`config.mk`:
```
export PLATFORM = sky130hd
export DESIGN_NAME = cgem_fifo
export DESIGN_NICKNAME = d
export VERILOG_FILES = /design/src/sv/cgem_pkg.sv /design/src/sv/cgem_fifo.sv
export VERILOG_INCLUDE_DIRS = /design/src /design/src/sv
export SDC_FILE = /design/constraint.sdc
export NUM_CORES = 1
export LEC_CHECK = 0
export CAP_MARGIN = 20
export CORE_MARGIN = 1.5
export CORE_UTILIZATION = 58
export DETAILED_ROUTE_END_ITERATION = 8
export DONT_BUFFER_PORTS = 1
export GPL_TIMING_DRIVEN = 0
export PLACE_DENSITY_LB_ADDON = 0.2
export SYNTH_ARGS = -nofsm -noshare
export SYNTH_HDL_FRONTEND = slang
export SYNTH_SLANG_ARGS = --single-unit
```
`constraint.sdc`:
```
create_clock -name clk -period 5.59 [get_ports clk]
set_clock_uncertainty 0.2 [all_clocks]
set_input_delay 1.3975 -clock clk [delete_from_list [all_inputs] [get_ports clk]]
set_output_delay 1.3975 -clock clk [all_outputs]
set_load 0.005 [all_outputs]
```
`src/sv/color_gradient_edge_magnitude_core_assert.svh`:
```
// Assertion macros shared by the edge magnitude core modules.
`ifndef COLOR_GRADIENT_EDGE_MAGNITUDE_CORE_ASSERT_SVH
`define COLOR_GRADIENT_EDGE_MAGNITUDE_CORE_ASSERT_SVH

// Invariant that must hold at every clock edge outside reset.
`define CGEM_ASSERT(lbl, clk, rst_n, expr, msg) \
  lbl: assert property (@(posedge clk) disable iff (!rst_n) (expr)) else $error(msg);

// Implication checked in the same cycle.
`define CGEM_ASSERT_IMP(lbl, clk, rst_n, ante, cons, msg) \
  lbl: assert property (@(posedge clk) disable iff (!rst_n) (ante) |-> (cons)) \
    else $error(msg);

`endif

```
`src/sv/cgem_pkg.sv`:
```
// Shared types, constants and arithmetic helpers of the edge magnitude core.
`timescale 1ns / 1ps
package cgem_pkg;

  localparam int CH_W  = 8;
  localparam int NCH   = 3;
  localparam int PIX_W = CH_W * NCH;
  localparam int CFG_W = 12;
  localparam int SQ_W  = 17;   // dx^2 + dy^2 and the three-channel sum
  localparam int QT_W  = 16;   // one channel after the divide by three

  // Configuration register indexes
  localparam logic CFG_IMAGE_WIDTH  = 1'b0;
  localparam logic CFG_IMAGE_HEIGHT = 1'b1;

  // floor(x / 3) = (x * DIV3_MUL) >> DIV3_SH, exact for x < 2^19
  localparam logic [17:0] DIV3_MUL = 18'd174763;
  localparam int          DIV3_SH  = 19;

  // Queue between front and back
  localparam int Q_DEPTH = 4;
  localparam int Q_AW    = 2;

  typedef struct packed {
    logic [NCH-1:0][CH_W-1:0] dx;
    logic [NCH-1:0][CH_W-1:0] dy;
  } diff_t;

  typedef struct packed {
    logic pix_valid;
    logic last;
  } meta_t;

  typedef struct packed {
    diff_t d;
    meta_t m;
  } qent_t;

  typedef struct packed {
    logic [SQ_W-1:0] v;
    logic [SQ_W-1:0] res;
  } sqs_t;

  // One step of the digit-by-digit square root, trial bit 4^k
  function automatic sqs_t sqrt_step(input sqs_t s, input int unsigned k);
    logic [SQ_W:0]   t;
    logic [SQ_W-1:0] b;
    sqs_t            o;
    b = SQ_W'(1) << (2 * k);
    t = {1'b0, s.res} + {1'b0, b};
    o = s;
    if ({1'b0, s.v} >= t) begin
      o.v   = s.v - t[SQ_W-1:0];
      o.res = (s.res >> 1) + b;
    end else begin
      o.res = s.res >> 1;
    end
    return o;
  endfunction

  function automatic logic [CH_W-1:0] pos_diff(input logic [CH_W-1:0] a,
                                               input logic [CH_W-1:0] b);
    return (a > b) ? a - b : '0;
  endfunction

endpackage

```
`src/sv/cgem_fifo.sv`:
```
// Short queue that decouples pixel intake from the arithmetic pipeline.
`timescale 1ns / 1ps
`include "color_gradient_edge_magnitude_core_assert.svh"
module cgem_fifo import cgem_pkg::*; (
  input  logic  clk,
  input  logic  rst_n,
  input  logic  push,
  input  qent_t push_ent,
  output logic  full,
  input  logic  pop,
  output qent_t pop_ent,
  output logic  not_empty
);

  qent_t             ent_r [Q_DEPTH];
  logic [Q_AW-1:0]   wr_ptr_r, wr_ptr_nxt;
  logic [Q_AW-1:0]   rd_ptr_r, rd_ptr_nxt;
  logic [Q_AW:0]     cnt_r, cnt_nxt;

  assign full      = (cnt_r == (Q_AW+1)'(Q_DEPTH));
  assign not_empty = (cnt_r != '0);
  assign pop_ent   = ent_r[rd_ptr_r];

  // pointer and fill bookkeeping
  always_comb begin
    wr_ptr_nxt = push ? wr_ptr_r + 1'b1 : wr_ptr_r;
    rd_ptr_nxt = pop  ? rd_ptr_r + 1'b1 : rd_ptr_r;
    cnt_nxt    = cnt_r + (Q_AW+1)'(push) - (Q_AW+1)'(pop);
  end

  always_ff @(posedge clk) begin
    if (!rst_n) begin
      wr_ptr_r <= '0;
      rd_ptr_r <= '0;
      cnt_r    <= '0;
    end else begin
      wr_ptr_r <= wr_ptr_nxt;
      rd_ptr_r <= rd_ptr_nxt;
      cnt_r    <= cnt_nxt;
    end
  end

  // entry storage
  always_ff @(posedge clk) begin
    if (push) begin
      ent_r[wr_ptr_r] <= push_ent;
    end
  end

  `CGEM_ASSERT_IMP(a_q_no_overflow, clk, rst_n, push, !full, "push into full queue")
  `CGEM_ASSERT_IMP(a_q_no_underflow, clk, rst_n, pop, not_empty, "pop from empty queue")

endmodule

```
==> flow_summary.json <==
{
  "cp_slowest_stage_delay_ns": 0.40,
  "crit_cells": 3,
  "ys_types": 20,
  "synth_area_per_cell_um2": 25.3,
  "period_share_pct": 60.1,
  "cp_max_fo": 10,
  "fin_ws_ns": 2.23,
  "clk_pin_slew_ns": 0.07,
  "ctsRootBufferMaster": "clkbuf_16",
  "final_nets": 392,
  "grt_pass1_vias": 3352,
  "drt_first_pass_iters": 4,
  "ys.warnings.count": 0,
  "path_buf_inv": 2,
  "hold_class": "reg2reg",
  "antenna_found_initial": 0,
  "layout-drive-gt1-share_pct": 28.6,
  "maxCapViolations": 0,
  "cts_tree": "yes",
  "dieArea_mm2": 0.0140,
  "synthAdderAreaFrac_pct": 1.23,
  "status": "completed",
  "path_cells": "buf_1, buf_2, mux4_2",
  "finalSetupTns_ns": 0,
  "core_mm2": 0.0128,
  "ir_drop_mv": 0.246,
  "numCtsBuffers": 20,
  "grt_pass1_wl_mm": 18.9,
  "netlist_area_mm2": 0.00772,
  "die_y_um": 118,
  "synthSimpleGateAreaFrac_pct": 0.989,
  "crit_required_ns": 3.99,
  "switchingPower_uw": 668,
  "slew_headroom_pct": 49.8,
  "worstSetupStartpointType": "flop",
  "clock.fmax_mhz": 298,
  "ys_ff_latch": 209,
  "remaining_drc_errors": 0,
  "finalSetupViolCount": 0,
  "routed_via_density": 5.90,
  "crit_family": "buffers and inverters",
  "swShare_pct": 20.1,
  "p_clk_share_pct": 37.6,
  "ff2ff_path_depth": 4,
  "hold_violations": 0,
  "preCtsSetupSlack_ns": 2.61,
  "detail_route.wirelength_mm": 11.9,
  "hold_depth": 2,
  "seqPwrFrac_pct": 54.7,
  "portBuffers": 0,
  "synth_xor_xnor_area_share_pct": 0.535,
  "critPathSlowestCell": "mux4_2",
  "crit_type": "reg2out",
  "ant_nets": 0,
  "grt_max_degree": 33,
  "start_util_pct": 60.2,
  "cts-resized-gates": 0,
  "cp.arrival_ns": 1.76,
  "num_rows": 41,
  "p_leak_uw": 0.00275,
  "io_pins": 106,
  "syn-instance-count": 305,
  "synth_top_family_by_area": "multiplexers",
  "die_w_um": 118,
  "slew_viol_final": 0,
  "clk-insertion-delay-late_ns": 0.48,
  "power_density_mw_per_mm2": 385,
  "num_vias": 3038,
  "power.share.combinational_pct": 7.6,
  "rsz0062_at_grt": "no",
  "wl_per_cell_um": 23.2,
  "htree_levels": 1,
  "cp-end-kind": "output pin",
  "n_fill_cell": 793,
  "overflow": 0,
  "cts_sinks": 209,
  "area_growth_pct": 11.9,
  "synth_seq_area_share_pct": 80.2,
  "grtUsageTotal_pct": 18.1,
  "internal_power_uw": 2660,
  "antennaDiodeCount": 0,
  "synthMuxAreaShare_pct": 14.7,
  "ctsLongestPathBuffers": 3,
  "synth.net_count": 366,
  "gp_congestion": 0.669,
  "dp_hpwl_mm": 7.26,
  "synth-compound-area-share_pct": 0.195,
  "finalCriticalPeriod_ns": 3.36,
  "drt_iter0_markers": 214,
  "postCtsHoldBufs": 0,
  "post_cts_buffers": 0,
  "worst_pin_slew_ns": 0.753
}
power by group through the flow:
stage	combinational, uW	clock (uW)	sequential (uW)
floorplan	200	0	1850
global placement	250	0	1850
detailed placement	262	0	1850
CTS	263	1280	1820
global route	278	1340	1830
finish	254	1250	1820
cells by family (layout without fill, tap and decap cells):
| group | after synthesis | in the layout |
|---|---|---|
| flip-flops | 209 | 209 |
| XOR/XNOR | 3 | 3 |
| AND/OR/NAND/NOR | 14 | 14 |
| buffers and inverters | 19 | 57 |
| multiplexers | 51 | 51 |
| adder cells (fa/ha/maj) | 7 | 7 |
| AO/OA/AOI/OAI | 2 | 2 |
per-stage QoR:
step | hold slack [ns] | area, um2 | std cells | power [uW] | utilization [%]
5_1_grt | 0.414 | 8630 | 515 | 3440 | 67.3
6_report | 0.381 | 8630 | 515 | 3320 | 67.3
2_1_floorplan | 0.299 | 7720 | 305 | 2050 | -
3_3_place_gp | 0.316 | 7930 | 477 | 2100 | 61.8
3_5_place_dp | 0.362 | 8020 | 481 | 2120 | 62.5
4_1_cts | 0.374 | 8630 | 515 | 3360 | 67.3
worst paths after layout:
check	slack [ns]	end	start
max	2.23	pop_ent[20]	flop
min	0.38	flop	rd_ptr_r[0]
max reg2reg	3.54	ent_r[0][8]	wr_ptr_r[0]
min reg2reg	0.38	flop	rd_ptr_r[0]
state kept, by name, summed over array words and instances (netlist names), named ones only:
signal and flops:
rd_ptr_r 2, wr_ptr_r 2, cnt_r 3, ent_r 200
cell type report:
class | count | area (um2) | share of cell area, %
flip-flops and latches | 209 | 6190 | 71.7
multi-input cells | 77 | 1370 | 15.9
clock buffers | 23 | 533 | 6.17
well taps | 172 | 215 | 2.49
plain buffers | 12 | 140 | 1.62
clock inverters | 11 | 82.6 | 0.957
repair buffers | 4 | 80.1 | 0.928
inverters | 7 | 26.3 | 0.304
synth_stat cells (all sizes together):
cell    number  area [um2]
and3         1        6.26
fa           1        20.0
xor3         1        23.8
a21oi        1        5.00
ha           6        75.1
dfxtp        9         180
or3          1        6.26
mux4        50        1130
xnor2        2        17.5
edfxtp     200        6010
nor2         5        18.8
mux2i        1        10.0
a21bo        1        10.0
buf         12         140
and2         6        37.5
nand3b       1        7.51
inv          7        26.3
routing by layer:
| layer | track usage (%) | wire length, um | up-vias |
|---|---|---|---|
| met5 | 0 | 0 | - |
| met4 | 4.65 | 170 | 0 |
| met3 | 6.13 | 1010 | 20 |
| met2 | 29.8 | 6070 | 94 |
| met1 | 23.4 | 4670 | 1599 |
| li1 | - | - | 1325 |
worst min-delay path, delay by kind of cell, from the launching register on:
kind	cells	cell delay, ns
AO/OA/AOI/OAI	1	0.09
flip-flops	1	0.34
AND/OR/NAND/NOR	1	0.09
placed cells by master (no fill, tap or decap):
| master | synthesis | layout |
|---|---|---|
| clkinv_2 | 0 | 4 |
| inv_6 | 0 | 1 |
| xor3_1 | 1 | 1 |
| a21bo_2 | 1 | 1 |
| dfxtp_1 | 9 | 9 |
| nand3b_1 | 1 | 1 |
| buf_12 | 5 | 9 |
| mux2i_1 | 1 | 1 |
| clkinv_1 | 0 | 4 |
| or3_1 | 1 | 1 |
| mux4_2 | 50 | 50 |
| clkbuf_1 | 0 | 2 |
| bufinv_16 | 0 | 1 |
| and2_2 | 0 | 4 |
| inv_1 | 7 | 7 |
| buf_2 | 5 | 5 |
| fa_1 | 1 | 1 |
| and3_1 | 1 | 1 |
| buf_6 | 1 | 1 |
| and2_1 | 6 | 2 |
| buf_1 | 1 | 1 |
| clkinv_4 | 0 | 1 |
| a21oi_1 | 1 | 1 |
| edfxtp_1 | 200 | 200 |
| clkbuf_16 | 0 | 21 |
| xnor2_1 | 2 | 2 |
| nor2_1 | 5 | 5 |
| ha_1 | 6 | 6 |
Note: power is estimated with default switching activity, not from simulation.
