`config.mk`:
```
export PLATFORM = sky130hd
export DESIGN_NAME = cgem_back
export DESIGN_NICKNAME = d
export VERILOG_FILES = /design/src/sv/cgem_pkg.sv /design/src/sv/cgem_back.sv
export VERILOG_INCLUDE_DIRS = /design/src /design/src/sv
export SDC_FILE = /design/constraint.sdc
export NUM_CORES = 2
export LEC_CHECK = 0
export BUFFER_PORTS_ARGS = -buffer_cell sky130_fd_sc_hd__buf_2
export CAP_MARGIN = 5
export CORE_MARGIN = 2
export CORE_UTILIZATION = 55
export CTS_BUF_LIST = sky130_fd_sc_hd__clkbuf_16
export DETAILED_ROUTE_END_ITERATION = 8
export HOLD_SLACK_MARGIN = 0.1
export PLACE_DENSITY = 0.82
export SYNTH_ARGS = -nofsm -noshare
export SYNTH_HDL_FRONTEND = slang
export SYNTH_SLANG_ARGS = --single-unit
```
`constraint.sdc`:
```
create_clock -name clk -period 18.4 [get_ports clk]
set_clock_uncertainty 0.2 [all_clocks]
set_input_delay 0.92 -clock clk [delete_from_list [all_inputs] [get_ports clk]]
set_output_delay 0.92 -clock clk [all_outputs]
set_load 0.1 [all_outputs]
```
`src/sv/color_gradient_edge_magnitude_core_assert.svh`:
```
// Assertion macros shared by the edge magnitude core modules.
`ifndef COLOR_GRADIENT_EDGE_MAGNITUDE_CORE_ASSERT_SVH
`define COLOR_GRADIENT_EDGE_MAGNITUDE_CORE_ASSERT_SVH

// Invariant that must hold at every clock edge outside reset.
`define CGEM_ASSERT(lbl, clk, rst_n, expr, msg) \
  lbl: assert property (@(posedge clk) disable iff (!rst_n) (expr)) else $error(msg);

// Implication checked in the same cycle.
`define CGEM_ASSERT_IMP(lbl, clk, rst_n, ante, cons, msg) \
  lbl: assert property (@(posedge clk) disable iff (!rst_n) (ante) |-> (cons)) \
    else $error(msg);

`endif

```
`src/sv/cgem_pkg.sv`:
```
// Shared types, constants and arithmetic helpers of the edge magnitude core.
`timescale 1ns / 1ps
package cgem_pkg;

  localparam int CH_W  = 8;
  localparam int NCH   = 3;
  localparam int PIX_W = CH_W * NCH;
  localparam int CFG_W = 12;
  localparam int SQ_W  = 17;   // dx^2 + dy^2 and the three-channel sum
  localparam int QT_W  = 16;   // one channel after the divide by three

  // Configuration register indexes
  localparam logic CFG_IMAGE_WIDTH  = 1'b0;
  localparam logic CFG_IMAGE_HEIGHT = 1'b1;

  // floor(x / 3) = (x * DIV3_MUL) >> DIV3_SH, exact for x < 2^19
  localparam logic [17:0] DIV3_MUL = 18'd174763;
  localparam int          DIV3_SH  = 19;

  // Queue between front and back
  localparam int Q_DEPTH = 4;
  localparam int Q_AW    = 2;

  typedef struct packed {
    logic [NCH-1:0][CH_W-1:0] dx;
    logic [NCH-1:0][CH_W-1:0] dy;
  } diff_t;

  typedef struct packed {
    logic pix_valid;
    logic last;
  } meta_t;

  typedef struct packed {
    diff_t d;
    meta_t m;
  } qent_t;

  typedef struct packed {
    logic [SQ_W-1:0] v;
    logic [SQ_W-1:0] res;
  } sqs_t;

  // One step of the digit-by-digit square root, trial bit 4^k
  function automatic sqs_t sqrt_step(input sqs_t s, input int unsigned k);
    logic [SQ_W:0]   t;
    logic [SQ_W-1:0] b;
    sqs_t            o;
    b = SQ_W'(1) << (2 * k);
    t = {1'b0, s.res} + {1'b0, b};
    o = s;
    if ({1'b0, s.v} >= t) begin
      o.v   = s.v - t[SQ_W-1:0];
      o.res = (s.res >> 1) + b;
    end else begin
      o.res = s.res >> 1;
    end
    return o;
  endfunction

  function automatic logic [CH_W-1:0] pos_diff(input logic [CH_W-1:0] a,
                                               input logic [CH_W-1:0] b);
    return (a > b) ? a - b : '0;
  endfunction

endpackage

```
`src/sv/cgem_back.sv`:
```
// Back end: squares, divide by three, channel sum, pipelined square root, output register.
`timescale 1ns / 1ps
`include "color_gradient_edge_magnitude_core_assert.svh"
module cgem_back import cgem_pkg::*; (
  input  logic            clk,
  input  logic            rst_n,
  input  logic            q_valid,
  output logic            q_ready,
  input  qent_t           q_ent,
  output logic            out_tvalid,
  input  logic            out_tready,
  output logic [CH_W-1:0] out_tdata,   // [7:0] edge_value
  output logic            out_tuser,   // [0] out_valid
  output logic            out_tlast
);

  logic                adv, pop;
  logic [5:0]          vld_r;
  meta_t               meta_r [6];
  logic [SQ_W-1:0]     sq_r [NCH];
  logic [QT_W-1:0]     qt_r [NCH];
  logic [SQ_W-1:0]     sum_r;
  sqs_t                rt_a_r, rt_b_r, rt_c_r;
  sqs_t                rt_init;
  logic [SQ_W+17:0]    prod [NCH];
  logic                out_vld_r;
  meta_t               out_meta_r;
  logic [CH_W-1:0]     edge_r;

  // the whole pipe moves whenever the output slot is free or being drained
  assign adv     = !out_vld_r || out_tready;
  assign q_ready = adv;
  assign pop     = q_valid && adv;

  assign out_tvalid = out_vld_r;
  assign out_tdata  = edge_r;
  assign out_tuser  = out_meta_r.pix_valid;
  assign out_tlast  = out_meta_r.last;

  always_comb begin
    for (int k = 0; k < NCH; k++) begin
      prod[k] = (SQ_W+18)'(sq_r[k]) * (SQ_W+18)'(DIV3_MUL);
    end
    rt_init.v   = sum_r;
    rt_init.res = '0;
  end

  always_ff @(posedge clk) begin
    if (!rst_n) begin
      vld_r     <= '0;
      out_vld_r <= 1'b0;
    end else if (adv) begin
      vld_r     <= {vld_r[4:0], pop};
      out_vld_r <= vld_r[5];
    end
  end

  // datapath stages
  always_ff @(posedge clk) begin
    if (adv) begin
      meta_r[0] <= q_ent.m;
      for (int s = 1; s < 6; s++) begin
        meta_r[s] <= meta_r[s-1];
      end
      out_meta_r <= meta_r[5];
      for (int k = 0; k < NCH; k++) begin
        sq_r[k] <= SQ_W'(q_ent.d.dx[k]) * SQ_W'(q_ent.d.dx[k]) +
                   SQ_W'(q_ent.d.dy[k]) * SQ_W'(q_ent.d.dy[k]);
        qt_r[k] <= prod[k][DIV3_SH +: QT_W];
      end
      sum_r  <= SQ_W'(qt_r[0]) + SQ_W'(qt_r[1]) + SQ_W'(qt_r[2]);
      rt_a_r <= sqrt_step(sqrt_step(sqrt_step(rt_init, 8), 7), 6);
      rt_b_r <= sqrt_step(sqrt_step(sqrt_step(rt_a_r, 5), 4), 3);
      rt_c_r <= sqrt_step(sqrt_step(sqrt_step(rt_b_r, 2), 1), 0);
      edge_r <= (rt_c_r.res > SQ_W'(255)) ? {CH_W{1'b1}} : rt_c_r.res[CH_W-1:0];
    end
  end

  `CGEM_ASSERT_IMP(a_last_on_pixel, clk, rst_n, out_vld_r && out_meta_r.last,
                   out_meta_r.pix_valid, "frame end flagged on a non-pixel result")

endmodule

```
==> out/results.ini <==
[die]
core_area_sq_um=58800
fp.dieW_um=247
io_pins=66
start_util=0.553
num_rows=89
die_y_um=247
dieArea_sq_um=61100

[synth]
yosysTopAreaCellShare=0.304
synthTopCellsByCount=inv_1, ha_1, fa_1
ys_seq_elements=197
synth_area_leaders=fa_1, ha_1, edfxtp_1
syn_area_sq_um=32500
synth-edff-count=190
synth_nets=4202
syn_area_per_cell_sq_um=10.6
ys_seq_area_frac=0.180
ys_async_sr_fraction=0
yosysWarnings=0
netlist_instances=3061
synth_ff_type=edfxtp_1
synth.most_common_cell=inv_1
synth_cell_types=78
post-synth-top-area-cell=fa_1

[clock_network]
cts_tree=done
postCtsHoldBufs=0
clock_latency_ns=0.49
cts_resized=0
cts_sinks=197
clkTransAtPathRegs_ns=0.08
ctsHtreeMaxLevel=4
cts_setup_buffers=0
clock-root-buffer=clkbuf_16
clock_path_buffers=2
cts_buffers=17

[global_route]
antenna_found_initial=0
grt_usage=0.210
grt_pass1_wl_um=104000
grt_pass1_vias=22400
grt-ovfl-total=0
grt_start_max_net_pins=85

[status]
status=finished clean

[sta]
setup_viol=0
relSlewSlack=0.404
rsz0062_at_grt=no
fmax_ghz=0.143
fin_crit_ns=6.97
setup_tns_ns=0
worstMarginPinSlew_ns=0.895
final.period_utilization=0.379
slew_violations=0
hold_violations=0

[hold_path]
hold_path_class=reg -> reg

[finish]
drive_gt1_frac=0.0457
area_growth_pct=5.39
nets=4256
n_antenna_cell=0
fill_cells=4742

[setup_path]
cp_common_cell=fa_1
crit_path_cell_trace=ha_1 -> fa_1 -> inv_1 -> fa_1 -> inv_1 -> fa_1 -> inv_1 -> fa_1 -> inv_1 -> fa_1 -> ha_1 -> a21o_1 -> a21oi_1 -> o21ai_0 -> o21a_1 -> a211oi_1 -> o32ai_1 -> o41ai_1 -> o21bai_1 -> a21oi_1 -> xnor2_1
startpoint_type=flip-flop
path_max_fanout=4
crit_arrival_ns=7.01
worstPathRequired_ns=18.44
critical_path.max_stage_delay_ns=0.66
worstSetupEndpointType=flip-flop
worstSetupPathType=reg -> reg
crit_slowest_cell=fa_1

[run]
drv_cap=0

[drt]
first_pass_iters=5
num_vias=20900
vias_per_cell=5.35
routed_wirelength_um=59600
drc_errors=0
drt-wirelength-per-cell_um=15.3
drt-initial-drc-count=949
ant_nets=0

[placement]
portBuffers=65
gp_congestion=0.913
dp_hpwl_um=51900

area by class of cell:
| cell class | count | area (sq um) | share of cell area |
|---|---|---|---|
| flip-flops and latches | 197 | 5850 | 0.170 |
| repair buffers | 67 | 340 | 0.00992 |
| inverters | 693 | 2610 | 0.0761 |
| well taps | 773 | 967 | 0.0282 |
| clock inverters | 15 | 141 | 0.00412 |
| clock buffers | 17 | 425 | 0.0124 |
| multi-input cells | 2139 | 24000 | 0.699 |
worst max-delay path: cells and delay by family (launching register included):
| kind | cells | cell delay (ns) |
|---|---|---|
| adders and majority gates | 7 | 3.33 |
| AOI/OAI and AO/OA | 9 | 2.37 |
| DFF | 1 | 0.45 |
| buffers and inverters | 4 | 0.30 |
| xor gates and xnor gates | 1 | 0.08 |
through the flow:
| stage | instances | util | hold slack [ns] | setup WS [ns] | area [sq um] |
|---|---|---|---|---|---|
| 3_5_place_dp | 3869 | 0.574 | 0.207 | 11.45 | 33700 |
| 2_1_floorplan | 3061 | - | 0.200 | 11.84 | 32500 |
| 5_1_grt | 3901 | 0.583 | 0.230 | 11.04 | 34300 |
| 6_report | 3901 | 0.583 | 0.222 | 11.43 | 34300 |
| 3_3_place_gp | 3869 | 0.574 | 0.201 | 11.58 | 33700 |
| 4_1_cts | 3901 | 0.583 | 0.224 | 11.48 | 34300 |
layout by cell type, fill, tap and decap left out, types with 8 or more instances in the layout:
cell type / netlist / final
a211oi_1: 17 / 17
a21boi_0: 9 / 9
a21o_1: 42 / 42
a21oi_1: 105 / 105
and2_1: 114 / 114
and3_1: 23 / 23
buf_2: 2 / 65
clkbuf_16: 0 / 17
edfxtp_1: 190 / 190
fa_1: 494 / 494
ha_1: 593 / 593
inv_1: 691 / 691
mux2_2: 10 / 10
mux2i_1: 10 / 10
nand2_1: 132 / 132
nand2b_1: 11 / 11
nand3_1: 31 / 31
nand4_1: 15 / 15
nor2_1: 86 / 86
nor2b_1: 29 / 29
nor3_1: 35 / 35
o211ai_1: 8 / 8
o21a_1: 19 / 19
o21ai_0: 47 / 47
o21bai_1: 22 / 22
or2_2: 18 / 18
or3_1: 14 / 14
xnor2_1: 102 / 102
xor2_1: 44 / 44
per-layer routing:
layer	up-vias	share of wire	global-route usage
met5	-	0	0
met4	0	0.024	0.0745
met3	100	0.029	0.0245
met2	326	0.52	0.374
met1	10300	0.43	0.262
li1	10100	-	-
state kept, by name (all words and copies together), names as in the netlist, 8 cells and up:
signal     cells
rt_c_r         9
rt_b_r        23
rt_a_r        20
sq_r          51
meta_r        12
out_tdata      8
sum_r         17
qt_r          48
cell families (layout without fill, tap and decap cells):
family,count (synthesis),count (layout),share of synthesized area
flops,197,197,0.180
compound gates,345,345,0.0711
fa+ha+maj,1087,1087,0.532
mux,22,22,0.00723
simple gates,539,539,0.0869
xor+xnor,146,146,0.0393
buf+inv,725,792,0.0839
worst paths after layout:
check | cells after the start | start | end | slack, ns
setup reg to reg | 21 | sq_r[0][4] | qt_r[0][15] | 11.43
hold / removal | 0 | meta_r[4][1] | meta_r[5][1] | 0.22
setup / recovery | 21 | sq_r[0][4] | qt_r[0][15] | 11.43
hold reg to reg | 0 | meta_r[4][1] | meta_r[5][1] | 0.22
Power is not shown: default switching activity piles up to over one toggle a cycle in this logic, so the estimate is an artifact.
